### src/sv/generational_stack_allocator_defines.svh
`ifndef GENERATIONAL_STACK_ALLOCATOR_DEFINES_SVH
`define GENERATIONAL_STACK_ALLOCATOR_DEFINES_SVH

// Same-cycle implication, checked on every rising clock edge outside reset.
`define GSA_ASSERT_IMP(lbl, ante, cons) \
   lbl: assert property (@(posedge clock) disable iff (reset) (ante) |-> (cons)) \
      else $error("allocator assertion failed");

// Next-cycle implication, checked on every rising clock edge outside reset.
`define GSA_ASSERT_NEXT(lbl, ante, cons) \
   lbl: assert property (@(posedge clock) disable iff (reset) (ante) |=> (cons)) \
      else $error("allocator assertion failed");

`endif

### src/sv/gsa_pkg.sv
`default_nettype none

package gsa_pkg;

   localparam int DEF_TABLE_DEPTH = 256;
   localparam int DEF_OFFSET_BITS = 24;
   localparam int DEF_GEN_BITS    = 16;
   localparam int OWNER_BITS      = 16;
   localparam int FUNC_BITS       = 2;
   localparam int SLOT_BITS       = 2;
   localparam int STATUS_BITS     = 2;
   localparam int CSR_IDX_BITS    = 2;

   localparam logic [FUNC_BITS-1:0] FUNC_PUSH       = 2'd0;
   localparam logic [FUNC_BITS-1:0] FUNC_INVALIDATE = 2'd1;
   localparam logic [FUNC_BITS-1:0] FUNC_QUERY      = 2'd2;
   localparam logic [FUNC_BITS-1:0] FUNC_CLEAR      = 2'd3;

   localparam logic [SLOT_BITS-1:0] SLOT_VERTEX = 2'd1;
   localparam logic [SLOT_BITS-1:0] SLOT_INDEX  = 2'd2;

   localparam logic [STATUS_BITS-1:0] STATUS_OK          = 2'd0;
   localparam logic [STATUS_BITS-1:0] STATUS_INVALID     = 2'd1;
   localparam logic [STATUS_BITS-1:0] STATUS_TABLE_FULL  = 2'd2;
   localparam logic [STATUS_BITS-1:0] STATUS_REGION_FULL = 2'd3;

   localparam logic [CSR_IDX_BITS-1:0] CSR_VERTEX_CAPACITY = 2'd0;
   localparam logic [CSR_IDX_BITS-1:0] CSR_INDEX_CAPACITY  = 2'd1;
   localparam logic [CSR_IDX_BITS-1:0] CSR_OWNER_ID        = 2'd2;

endpackage

`default_nettype wire

### src/sv/gsa_ctrl.sv
`default_nettype none

module gsa_ctrl
   import gsa_pkg::*;
#(
   parameter int TABLE_DEPTH = DEF_TABLE_DEPTH,
   parameter int OFFSET_BITS = DEF_OFFSET_BITS,
   parameter int GEN_BITS    = DEF_GEN_BITS,
   localparam int ID_W       = $clog2(TABLE_DEPTH),
   localparam int CNT_W      = $clog2(TABLE_DEPTH + 1),
   localparam int E_W        = 4 * OFFSET_BITS + 2
) (
   input  wire logic                   clock,
   input  wire logic                   reset,
   input  wire logic                   start,
   output logic                        busy,
   input  wire logic [FUNC_BITS-1:0]   req_func,
   input  wire logic [SLOT_BITS-1:0]   req_slot,
   input  wire logic [ID_W-1:0]        req_handle_id,
   input  wire logic [GEN_BITS-1:0]    req_handle_generation,
   input  wire logic [OFFSET_BITS-1:0] req_vertex_size,
   input  wire logic [OFFSET_BITS-1:0] req_index_size,
   input  wire logic [OFFSET_BITS-1:0] vertex_capacity,
   input  wire logic [OFFSET_BITS-1:0] index_capacity,
   input  wire logic [OWNER_BITS-1:0]  owner_id,
   output logic                        mem_rd_en,
   output logic      [ID_W-1:0]        mem_rd_addr,
   input  wire logic [E_W-1:0]         mem_rd_data,
   output logic                        mem_wr_en,
   output logic      [ID_W-1:0]        mem_wr_addr,
   output logic      [E_W-1:0]         mem_wr_data,
   output logic                        rsp_valid,
   output logic      [STATUS_BITS-1:0] rsp_status,
   output logic      [ID_W-1:0]        rsp_entry_id,
   output logic      [GEN_BITS-1:0]    rsp_entry_generation,
   output logic      [OWNER_BITS-1:0]  rsp_stack_owner,
   output logic      [OFFSET_BITS-1:0] rsp_vertex_offset,
   output logic      [OFFSET_BITS-1:0] rsp_vertex_length,
   output logic      [OFFSET_BITS-1:0] rsp_index_offset,
   output logic      [OFFSET_BITS-1:0] rsp_index_length
);

   localparam int OB = OFFSET_BITS;

   localparam logic [1:0] ST_IDLE    = 2'd0;
   localparam logic [1:0] ST_CHECK   = 2'd1;
   localparam logic [1:0] ST_POP_RD  = 2'd2;
   localparam logic [1:0] ST_POP_CHK = 2'd3;

   logic [1:0]             state_ff, state_in;
   logic [CNT_W-1:0]       count_ff, count_in;
   logic [OB-1:0]          vcur_ff, vcur_in;
   logic [OB-1:0]          icur_ff, icur_in;
   logic [GEN_BITS-1:0]    gen_ff, gen_in;
   logic [FUNC_BITS-1:0]   func_ff, func_in;
   logic [SLOT_BITS-1:0]   slot_ff, slot_in;
   logic [ID_W-1:0]        hid_ff, hid_in;
   logic [GEN_BITS-1:0]    hgen_ff, hgen_in;

   logic                   rsp_valid_ff, rsp_valid_in;
   logic [STATUS_BITS-1:0] rsp_status_ff, rsp_status_in;
   logic [ID_W-1:0]        rsp_id_ff, rsp_id_in;
   logic [GEN_BITS-1:0]    rsp_gen_ff, rsp_gen_in;
   logic [OWNER_BITS-1:0]  rsp_owner_ff, rsp_owner_in;
   logic [OB-1:0]          rsp_vo_ff, rsp_vo_in;
   logic [OB-1:0]          rsp_vl_ff, rsp_vl_in;
   logic [OB-1:0]          rsp_io_ff, rsp_io_in;
   logic [OB-1:0]          rsp_il_ff, rsp_il_in;

   logic [OB-1:0]          e_vo, e_vl, e_io, e_il;
   logic                   e_va, e_ia;
   logic [OB:0]            push_vend, push_iend, e_vend, e_iend;
   logic [CNT_W-1:0]       count_dec, hid_ext;
   logic                   table_full, region_full;
   logic                   slot_is_v, slot_is_i, handle_ok;
   logic                   new_va, new_ia;

   assign e_vo = mem_rd_data[4*OB+1:3*OB+2];
   assign e_vl = mem_rd_data[3*OB+1:2*OB+2];
   assign e_io = mem_rd_data[2*OB+1:OB+2];
   assign e_il = mem_rd_data[OB+1:2];
   assign e_va = mem_rd_data[1];
   assign e_ia = mem_rd_data[0];

   assign push_vend   = {1'b0, vcur_ff} + {1'b0, req_vertex_size};
   assign push_iend   = {1'b0, icur_ff} + {1'b0, req_index_size};
   assign e_vend      = {1'b0, e_vo} + {1'b0, e_vl};
   assign e_iend      = {1'b0, e_io} + {1'b0, e_il};
   assign count_dec   = count_ff - CNT_W'(1);
   assign hid_ext     = CNT_W'(hid_ff);
   assign table_full  = (count_ff == CNT_W'(TABLE_DEPTH));
   assign region_full = (push_vend > {1'b0, vertex_capacity}) ||
                        (push_iend > {1'b0, index_capacity});

   assign slot_is_v = (slot_ff == SLOT_VERTEX);
   assign slot_is_i = (slot_ff == SLOT_INDEX);
   assign handle_ok = (slot_is_v || slot_is_i) && (hid_ext < count_ff) &&
                      (hgen_ff == gen_ff) &&
                      (slot_is_v ? (e_va && (e_vend <= {1'b0, vcur_ff}))
                                 : (e_ia && (e_iend <= {1'b0, icur_ff})));
   assign new_va = e_va && !slot_is_v;
   assign new_ia = e_ia && !slot_is_i;

   always_comb begin
      state_in      = state_ff;
      count_in      = count_ff;
      vcur_in       = vcur_ff;
      icur_in       = icur_ff;
      gen_in        = gen_ff;
      func_in       = func_ff;
      slot_in       = slot_ff;
      hid_in        = hid_ff;
      hgen_in       = hgen_ff;
      rsp_valid_in  = 1'b0;
      rsp_status_in = STATUS_OK;
      rsp_id_in     = hid_ff;
      rsp_gen_in    = gen_ff;
      rsp_owner_in  = owner_id;
      rsp_vo_in     = '0;
      rsp_vl_in     = '0;
      rsp_io_in     = '0;
      rsp_il_in     = '0;
      mem_rd_en     = 1'b0;
      mem_rd_addr   = req_handle_id;
      mem_wr_en     = 1'b0;
      mem_wr_addr   = hid_ff;
      mem_wr_data   = {e_vo, e_vl, e_io, e_il, new_va, new_ia};

      case (state_ff)
         ST_IDLE: begin
            if (start) begin
               func_in = req_func;
               slot_in = req_slot;
               hid_in  = req_handle_id;
               hgen_in = req_handle_generation;
               case (req_func)
                  FUNC_PUSH: begin
                     rsp_valid_in = 1'b1;
                     rsp_id_in    = '0;
                     if (table_full) begin
                        rsp_status_in = STATUS_TABLE_FULL;
                     end else if (region_full) begin
                        rsp_status_in = STATUS_REGION_FULL;
                     end else begin
                        mem_wr_en   = 1'b1;
                        mem_wr_addr = count_ff[ID_W-1:0];
                        mem_wr_data = {vcur_ff, req_vertex_size, icur_ff, req_index_size,
                                       1'b1, 1'b1};
                        count_in    = count_ff + CNT_W'(1);
                        vcur_in     = push_vend[OB-1:0];
                        icur_in     = push_iend[OB-1:0];
                        rsp_id_in   = count_ff[ID_W-1:0];
                        rsp_vo_in   = vcur_ff;
                        rsp_vl_in   = req_vertex_size;
                        rsp_io_in   = icur_ff;
                        rsp_il_in   = req_index_size;
                     end
                  end
                  FUNC_CLEAR: begin
                     rsp_valid_in = 1'b1;
                     rsp_id_in    = '0;
                     count_in     = '0;
                     vcur_in      = '0;
                     icur_in      = '0;
                     gen_in       = gen_ff + GEN_BITS'(1);
                     rsp_gen_in   = gen_ff + GEN_BITS'(1);
                  end
                  default: begin
                     mem_rd_en = 1'b1;
                     state_in  = ST_CHECK;
                  end
               endcase
            end
         end
         ST_CHECK: begin
            state_in     = ST_IDLE;
            rsp_valid_in = 1'b1;
            if (!handle_ok) begin
               rsp_status_in = STATUS_INVALID;
            end else if (func_ff == FUNC_QUERY) begin
               if (slot_is_v) begin
                  rsp_vo_in = e_vo;
                  rsp_vl_in = e_vl;
               end else begin
                  rsp_io_in = e_io;
                  rsp_il_in = e_il;
               end
            end else begin
               mem_wr_en = 1'b1;
               if ((hid_ext + CNT_W'(1) == count_ff) && !new_va && !new_ia) begin
                  vcur_in      = e_vo;
                  icur_in      = e_io;
                  count_in     = hid_ext;
                  rsp_valid_in = 1'b0;
                  state_in     = ST_POP_RD;
               end
            end
         end
         ST_POP_RD: begin
            if (count_ff == '0) begin
               rsp_valid_in = 1'b1;
               state_in     = ST_IDLE;
            end else begin
               mem_rd_en   = 1'b1;
               mem_rd_addr = count_dec[ID_W-1:0];
               state_in    = ST_POP_CHK;
            end
         end
         ST_POP_CHK: begin
            if (!e_va && !e_ia) begin
               vcur_in  = e_vo;
               icur_in  = e_io;
               count_in = count_dec;
               state_in = ST_POP_RD;
            end else begin
               rsp_valid_in = 1'b1;
               state_in     = ST_IDLE;
            end
         end
         default: begin
            state_in = ST_IDLE;
         end
      endcase
   end

   always_ff @(posedge clock) begin
      if (reset) begin
         state_ff     <= ST_IDLE;
         count_ff     <= '0;
         vcur_ff      <= '0;
         icur_ff      <= '0;
         gen_ff       <= '0;
         rsp_valid_ff <= 1'b0;
      end else begin
         state_ff     <= state_in;
         count_ff     <= count_in;
         vcur_ff      <= vcur_in;
         icur_ff      <= icur_in;
         gen_ff       <= gen_in;
         rsp_valid_ff <= rsp_valid_in;
      end
   end

   always_ff @(posedge clock) begin
      func_ff       <= func_in;
      slot_ff       <= slot_in;
      hid_ff        <= hid_in;
      hgen_ff       <= hgen_in;
      rsp_status_ff <= rsp_status_in;
      rsp_id_ff     <= rsp_id_in;
      rsp_gen_ff    <= rsp_gen_in;
      rsp_owner_ff  <= rsp_owner_in;
      rsp_vo_ff     <= rsp_vo_in;
      rsp_vl_ff     <= rsp_vl_in;
      rsp_io_ff     <= rsp_io_in;
      rsp_il_ff     <= rsp_il_in;
   end

   assign busy                 = (state_ff != ST_IDLE);
   assign rsp_valid            = rsp_valid_ff;
   assign rsp_status           = rsp_status_ff;
   assign rsp_entry_id         = rsp_id_ff;
   assign rsp_entry_generation = rsp_gen_ff;
   assign rsp_stack_owner      = rsp_owner_ff;
   assign rsp_vertex_offset    = rsp_vo_ff;
   assign rsp_vertex_length    = rsp_vl_ff;
   assign rsp_index_offset     = rsp_io_ff;
   assign rsp_index_length     = rsp_il_ff;

endmodule

`default_nettype wire

### config.mk
export PLATFORM = sky130hd
export DESIGN_NAME = gsa_ctrl
export DESIGN_NICKNAME = d
export VERILOG_FILES = /design/src/sv/generational_stack_allocator_defines.svh /design/src/sv/gsa_pkg.sv /design/src/sv/gsa_ctrl.sv
export SDC_FILE = /design/constraint.sdc
export NUM_CORES = 1
export LEC_CHECK = 0
export BUFFER_PORTS_ARGS = -buffer_cell sky130_fd_sc_hd__buf_2
export CELL_PAD_IN_SITES_DETAIL_PLACEMENT = 0
export CELL_PAD_IN_SITES_GLOBAL_PLACEMENT = 1
export CORE_AREA = 2 2 174 244
export CTS_CLUSTER_DIAMETER = 60
export DETAILED_ROUTE_END_ITERATION = 10
export DIE_AREA = 0 0 176 246
export PLACE_DENSITY_LB_ADDON = 0.1
export SYNTH_ARGS = -nofsm -noshare
export SYNTH_HDL_FRONTEND = slang
export SYNTH_SLANG_ARGS = --single-unit
### constraint.sdc
create_clock -name clock -period 12.6 [get_ports clock]
set_input_delay 1.89 -clock clock [delete_from_list [all_inputs] [get_ports clock]]
set_output_delay 1.89 -clock clock [all_outputs]
set_load 0.05 [all_outputs]
==> flow_metrics.py, run 1 <==
metrics = {
    "run_status": {
        "status": "completed",
    },
    "cts": {
        "cts_hold_buf": 0,
        "cts_buffer_depth": 3,
        "cts_buffers": 29,
        "cts_resized": 0,
        "cts_setup_buffers": 0,
        "cts_root_buffer": "clkbuf_16",
        "tritoncts": "yes",
        "path_clk_slew_ns": 0.06,
        "insertion_delay_ns": 0.59,
        "htreeDepth": 1,
        "cts_sinks": 242,
    },
    "setup_path": {
        "required_ns": 10.71,
        "worstRegToRegCells": 22,
        "crit_path_start_kind": "input pin",
        "crit_path_end_kind": "primary output",
        "path_common_cell": "o211ai_1",
        "crit_start": "req_index_size[0]",
        "r2r_start": "icur_ff[0]",
        "critPathMaxStageDelay_ns": 0.59,
        "critPathArrivalTime_ns": 7.66,
        "crit_type": "input pin to primary output",
        "critPathMaxFanout": 43,
        "slowest_stage": "buf_4",
        "r2r_slack_ns": 5.42,
        "r2r-end": "vcur_ff[18]",
        "critical_path.cell_chain": "buf_2 -> ha_1 -> inv_1 -> fa_1 -> nor2b_1 -> o31a_1 -> o211ai_1 -> nand4b_1 -> a21o_1 -> a21oi_1 -> xnor2_1 -> ha_1 -> nand4_1 -> nor3_1 -> o21ai_0 -> o211ai_1 -> a31oi_1 -> o211ai_1 -> nor3_2 -> nand3_2 -> buf_4 -> nand2_1 -> nand2_1 -> buf_2",
    },
    "logic_synthesis": {
        "synth_fa_ha_area_share_pct": 15.7,
        "ys_ff_latch": 242,
        "synth_top_flop_cell": "dfxtp_1",
        "synth_warnings": 0,
        "async_flop_share_pct": 0,
        "yosys.area_share.simple_pct": 13.3,
        "synth_compound_area_share_pct": 22.8,
        "synth_top_family_by_area": "compound AO/OA/AOI/OAI gates",
        "ys_types": 71,
        "synthXorXnorAreaFrac_pct": 6.55,
        "syn_inst": 1955,
        "syn_area_um2": 17100,
        "synth_nets": 2408,
        "synth_mux_area_share_pct": 6.28,
        "ys_seq_area_share_pct": 29.9,
        "syn_avg_cell_area_um2": 8.76,
        "synth_edf_count": 28,
    },
    "global_route": {
        "grt-ovfl-total": 0,
        "grt.total_usage_pct": 28.3,
        "grt_first_pass_wirelength_um": 94900,
        "grt_pass1_vias": 16462,
        "antenna_found_initial": 9,
        "grt_max_degree": 86,
    },
    "floorplan": {
        "num_rows": 88,
        "die_w_um": 176,
        "io_pins": 497,
        "start_util_pct": 41.7,
        "fp.coreArea_um2": 41100,
        "fp.dieH_um": 246,
        "die-area_um2": 43300,
    },
    "power": {
        "p_int_w": 0.00163,
        "seqPwrFrac_pct": 31.9,
        "p_total_w": 0.00264,
        "p_clk_share_pct": 32.7,
        "power_leakage_nw": 9.80,
        "irDropWorstVdd_v": 0.000108,
        "power_density_nw_per_um2": 126,
        "p_switching_w": 0.00101,
        "p_comb_share_pct": 35.4,
        "p_sw_share_pct": 38.3,
    },
    "sta": {
        "hold_ws_ns": 0.513,
        "maxSlewHeadroom_pct": 18.1,
        "setup_ws_ns": 3.05,
        "fmax_mhz": 105,
        "setup_viol": 0,
        "report.final.slew_viol_count": 0,
        "rsz0062_at_grt": "no",
        "clock_skew_ns": 0.0213,
        "worstMarginPinSlew_ns": 1.23,
        "finalCriticalPeriod_ns": 9.55,
        "setup-tns-final_ns": 0,
        "fin_crit_sh_pct": 75.8,
        "finalHoldViolCount": 0,
    },
    "drt": {
        "route.vias.total": 16710,
        "wire_per_inst_um": 21.4,
        "antenna_left": 0,
        "viasPerCell": 5.62,
        "drt_first_pass_iters": 5,
        "totalWireLength_um": 63500,
        "drcViolationCount": 0,
        "drt_iter0_drc": 884,
    },
    "layout": {
        "fill_cells": 4057,
        "drive_gt1_share_pct": 27.3,
        "nets": 2861,
        "post-route-util_pct": 51.2,
        "syn_to_final_growth_pct": 22.8,
    },
    "placement": {
        "place.gp.congestion": 0.938,
        "numPortBuffers": 496,
        "post-dp-hpwl_um": 50300,
        "post-place-ws_ns": 3.06,
    },
    "worst_hold_path": {
        "hp-class": "flip-flop to flip-flop",
        "whs_path_depth": 2,
        "worstHoldEndpoint": "rsp_index_offset[1]",
        "hp-start": "icur_ff[1]",
    },
    "job": {
        "drv_cap": 0,
    },
}
## cells in the mapped netlist, types with 40 or more instances
cell	count	share of area, %
a211oi_1	69	3.0
a21oi_1	105	3.1
a221oi_1	48	2.5
a22o_1	58	3.0
clkbuf_1	58	1.3
dfxtp_1	214	25
ha_1	208	15
inv_1	149	3.3
mux2_2	83	5.5
nand2_1	167	3.7
nand3_1	42	1.2
nor2_1	83	1.8
o21ai_0	112	3.3
xnor2_1	88	4.5
xor2_1	40	2.0
## flip-flops by register name (all words and copies together), names as in the netlist
register / flops
icur_ff: 24
rsp_index_length: 24
rsp_index_offset: 24
rsp_vertex_length: 24
rsp_vertex_offset: 24
vcur_ff: 24
gen_ff: 16
hgen_ff: 16
rsp_entry_generation: 16
rsp_stack_owner: 16
count_ff: 9
hid_ff: 8
rsp_entry_id: 8
func_ff: 2
rsp_status: 2
slot_ff: 2
state_ff: 2
rsp_valid: 1
## metrics by stage
stage	instance area, µm²	std cells
after floorplan	17100	1955
after global placement	20000	2917
after detailed placement	20000	2917
after CTS	21000	2971
after global routing	21000	2971
final	21000	2972
## cell usage in the layout (no fill, tap or decap), types with 58 or more instances in the layout
cell type / instances
a211oi_1: 69
inv_1: 149
buf_2: 496
dfxtp_1: 213
nand2_1: 167
xnor2_1: 88
nor2_1: 81
a22o_1: 58
o21ai_0: 112
mux2_2: 83
a21oi_1: 105
ha_1: 208
## worst max-delay path by stage
| stage | slack (ns) | to | cells after the start |
|---|---|---|---|
| 3_5_place_dp | 3.06 | mem_wr_data[26] | 24 |
| 2_1_floorplan | 3.86 | mem_wr_addr[7] | 21 |
| 6_report | 3.05 | mem_wr_data[26] | 24 |
| 5_1_grt | 2.63 | mem_wr_data[26] | 24 |
| 3_3_place_gp | 3.11 | mem_wr_data[26] | 24 |
| 4_1_cts | 3.03 | mem_wr_data[26] | 24 |
## power groups by stage
stage | Combinational [W] | Sequential (W) | Clock (W)
detailed placement | 0.000932 | 0.000860 | 0
floorplan | 0.000620 | 0.000894 | 0
CTS | 0.000937 | 0.000843 | 0.000886
finish | 0.000935 | 0.000843 | 0.000865
global placement | 0.000924 | 0.000860 | 0
global route | 0.00102 | 0.000846 | 0.000913
## logic make-up after synthesis
kind of cell | Yosys count
muxes | 96
adders and majority gates | 212
AOI/OAI and AO/OA | 570
and+or+nand+nor | 469
buffers and inverters | 238
DFF | 242
xor gates and xnor gates | 128
## layout make-up
cell class	instances	area, µm²	share of cell area, %
Antenna cell	1	2.50	0.0119
Sequential cell	242	5130	24.4
Clock buffer	32	757	3.60
Inverter	151	567	2.70
Timing Repair Buffer	509	2580	12.3
Multi-Input combinational cell	1475	11100	52.8
Clock inverter	22	223	1.06
Tap cell	540	676	3.21
## critical path: cells and delay by family
kind | cells | cell delay, ns
AND/OR/NAND/NOR | 8 | 1.67
AO/OA/AOI/OAI | 8 | 2.10
XOR/XNOR | 1 | 0.15
adder cells (fa/ha/maj) | 3 | 0.78
buffers and inverters | 4 | 1.06
## metal layers
| metal | part of all wire [%] | vias to the layer above | track usage (%) |
|---|---|---|---|
| li1 | - | 8082 | - |
| met1 | 37 | 7896 | 30.2 |
| met2 | 54 | 591 | 55.8 |
| met3 | 5.7 | 125 | 4.17 |
| met4 | 3.5 | 16 | 9.43 |
| met5 | 0.15 | - | 0 |
(Power assumes the default switching activity.)
==> run 2: changes to the inputs <==
--- a/config.mk
+++ b/config.mk
@@ -8,10 +8,10 @@
 export BUFFER_PORTS_ARGS = -buffer_cell sky130_fd_sc_hd__buf_2
 export CELL_PAD_IN_SITES_DETAIL_PLACEMENT = 0
 export CELL_PAD_IN_SITES_GLOBAL_PLACEMENT = 1
-export CORE_AREA = 2 2 174 244
+export CORE_AREA = 2 2 181 253
 export CTS_CLUSTER_DIAMETER = 60
 export DETAILED_ROUTE_END_ITERATION = 10
-export DIE_AREA = 0 0 176 246
+export DIE_AREA = 0 0 183 255
 export PLACE_DENSITY_LB_ADDON = 0.1
 export SYNTH_ARGS = -nofsm -noshare
 export SYNTH_HDL_FRONTEND = slang
==> constraint.sdc (replaced) <==
create_clock -name clock -period 9.72 [get_ports clock]
set_input_delay 1.458 -clock clock [delete_from_list [all_inputs] [get_ports clock]]
set_output_delay 1.458 -clock clock [all_outputs]
set_load 0.05 [all_outputs]
==> run 2 against run 1 <==
  * Clock power up 42%
  * Global-route usage down 1.8 points
  * Cell area up 0.89%
  * Via count down 0.41%
  * Worst setup slack worse by 2.1 ns
  * Count of clock-buffer cells in the layout up 1
  * Total power up 34%
==> flow_metrics.py, run 2 (same netlist as run 1, synthesis figures left out) <==
metrics = {
    "power": {
        "p_comb_share_pct": 34.4,
        "p_int_w": 0.00220,
        "irDropWorstVdd_v": 0.000134,
        "seqPwrFrac_pct": 30.9,
        "p_switching_w": 0.00135,
        "p_sw_share_pct": 38.0,
        "power_leakage_nw": 9.85,
        "power_density_nw_per_um2": 167,
        "p_clk_share_pct": 34.8,
    },
    "placement": {
        "place.gp.congestion": 0.897,
        "numPortBuffers": 496,
        "post-dp-hpwl_um": 51000,
    },
    "cts": {
        "cts_buffer_depth": 3,
        "cts_hold_buf": 0,
        "cts_resized": 0,
        "cts_setup_buffers": 0,
        "path_clk_slew_ns": 0.06,
        "tritoncts": "yes",
        "cts_sinks": 242,
        "htreeDepth": 1,
        "cts_root_buffer": "clkbuf_16",
        "insertion_delay_ns": 0.60,
        "cts_buffers": 31,
    },
    "sta": {
        "maxSlewHeadroom_pct": 33.8,
        "rsz0062_at_grt": "no",
        "fin_crit_sh_pct": 89.9,
        "clock_skew_ns": 0.0137,
        "finalCriticalPeriod_ns": 8.74,
        "fmax_mhz": 114,
        "finalHoldViolCount": 0,
        "setup-tns-final_ns": 0,
        "worstMarginPinSlew_ns": 0.986,
        "setup_viol": 0,
        "report.final.slew_viol_count": 0,
    },
    "global_route": {
        "grt_max_degree": 78,
        "grt.total_usage_pct": 26.5,
        "antenna_found_initial": 10,
        "grt-ovfl-total": 0,
        "grt_first_pass_wirelength_um": 95800,
        "grt_pass1_vias": 16707,
    },
    "setup_path": {
        "crit_type": "input pin to primary output",
        "critical_path.cell_chain": "buf_2 -> ha_1 -> inv_1 -> fa_1 -> nor2b_1 -> o31a_1 -> o211ai_1 -> nand4b_1 -> a21o_1 -> a21oi_1 -> xnor2_1 -> ha_1 -> nand4_1 -> nor3_1 -> and3_1 -> o211ai_1 -> a31oi_1 -> o211ai_1 -> nor3_2 -> nand3_2 -> buf_4 -> nand2_1 -> nand2_1 -> buf_2",
        "critPathMaxFanout": 40,
        "crit_family": "simple AND/OR/NAND/NOR gates",
        "critPathArrivalTime_ns": 7.28,
        "slowest_stage": "nor3_1",
        "critPathMaxStageDelay_ns": 0.57,
        "cp_num_buf_inv": 4,
        "path_common_cell": "o211ai_1",
        "crit_path_start_kind": "input pin",
        "r2r_start": "icur_ff[0]",
        "r2r-end": "icur_ff[16]",
        "crit_path_end_kind": "primary output",
        "required_ns": 8.26,
        "r2r_slack_ns": 3.53,
        "worstRegToRegCells": 22,
    },
    "drt": {
        "totalWireLength_um": 64000,
        "route.vias.total": 16642,
        "antenna_left": 0,
        "viasPerCell": 5.54,
        "drcViolationCount": 0,
        "drt_iter0_drc": 724,
        "drt_first_pass_iters": 5,
        "wire_per_inst_um": 21.3,
    },
    "floorplan": {
        "fp.coreArea_um2": 44700,
        "fp.dieH_um": 255,
        "die_w_um": 183,
        "io_pins": 497,
        "die-area_um2": 46700,
        "start_util_pct": 38.3,
        "num_rows": 92,
    },
    "layout": {
        "fill_cells": 4552,
        "nets": 2865,
        "post-route-util_pct": 47.5,
        "syn_to_final_growth_pct": 23.9,
        "drive_gt1_share_pct": 27.4,
        "seq_area_um2": 5130,
        "layout_common_cells": "buf_2 (496), dfxtp_1 (213), ha_1 (208)",
        "multiInputGateArea_um2": 11100,
        "layout_commonest_cell": "buf_2",
    },
    "job": {
        "drv_cap": 0,
    },
    "worst_hold_path": {
        "hp-class": "flip-flop to flip-flop",
        "whs_path_depth": 2,
        "worstHoldEndpoint": "icur_ff[22]",
        "hp-start": "icur_ff[22]",
    },
    "run_status": {
        "status": "completed",
    },
}
run 2: how the worst max path moves through the flow:
stage	end	start	cells past startpoint	slack, ns
after floorplan	mem_wr_addr[7]	req_vertex_size[8]	21	1.85
after global placement	mem_wr_data[74]	req_index_size[0]	24	0.94
after detailed placement	mem_wr_data[74]	req_index_size[0]	24	0.92
after CTS	mem_wr_data[74]	req_index_size[0]	24	0.89
after global routing	mem_wr_data[74]	req_index_size[0]	24	0.58
final	mem_wr_data[74]	req_index_size[0]	24	0.98
run 2: area by class of cell:
type / instances / area share, %
multi-input cells: 1475 / 52.3
clock inverters: 25 / 1.44
repair buffers: 511 / 12.3
diodes: 4 / 0.0472
well taps: 564 / 3.33
flip-flops and latches: 242 / 24.2
clock buffers: 33 / 3.69
inverters: 151 / 2.67
run 2: worst register-to-register path: cells and delay by family (launching register included):
| kind | cells | cell delay, ns |
|---|---|---|
| compound gates | 11 | 2.47 |
| simple gates | 5 | 1.23 |
| fa+ha+maj | 3 | 0.95 |
| buf+inv | 2 | 0.81 |
| flops | 1 | 0.42 |
| xor+xnor | 1 | 0.21 |
run 2: layer usage:
| layer | vias up | routed length [µm] | GRT usage [%] |
|---|---|---|---|
| li1 | 8110 | - | - |
| met1 | 7866 | 23600 | 27.6 |
| met2 | 537 | 34200 | 52.2 |
| met3 | 117 | 4010 | 5.14 |
| met4 | 12 | 2210 | 9.46 |
| met5 | - | 73 | 0 |
run 2: power groups by stage:
stage	clock network, W	registers [W]	logic (W)
floorplan	0	0.00116	0.000808
global placement	0	0.00112	0.00121
detailed placement	0	0.00112	0.00122
CTS	0.00127	0.00109	0.00123
global route	0.00130	0.00110	0.00134
finish	0.00123	0.00110	0.00122
run 2: through the flow:
stage / setup WS (ns) / cell area [µm²] / power [W] / hold WS (ns) / std cells
4_1_cts: 0.891 / 21200 / 0.00359 / 0.516 / 3001
6_report: 0.981 / 21200 / 0.00355 / 0.510 / 3005
3_5_place_dp: 0.922 / 20100 / 0.00234 / 0.492 / 2943
3_3_place_gp: 0.936 / 20100 / 0.00233 / 0.488 / 2943
2_1_floorplan: 1.85 / 17100 / 0.00197 / 0.453 / 1955
5_1_grt: 0.582 / 21200 / 0.00374 / 0.532 / 3003
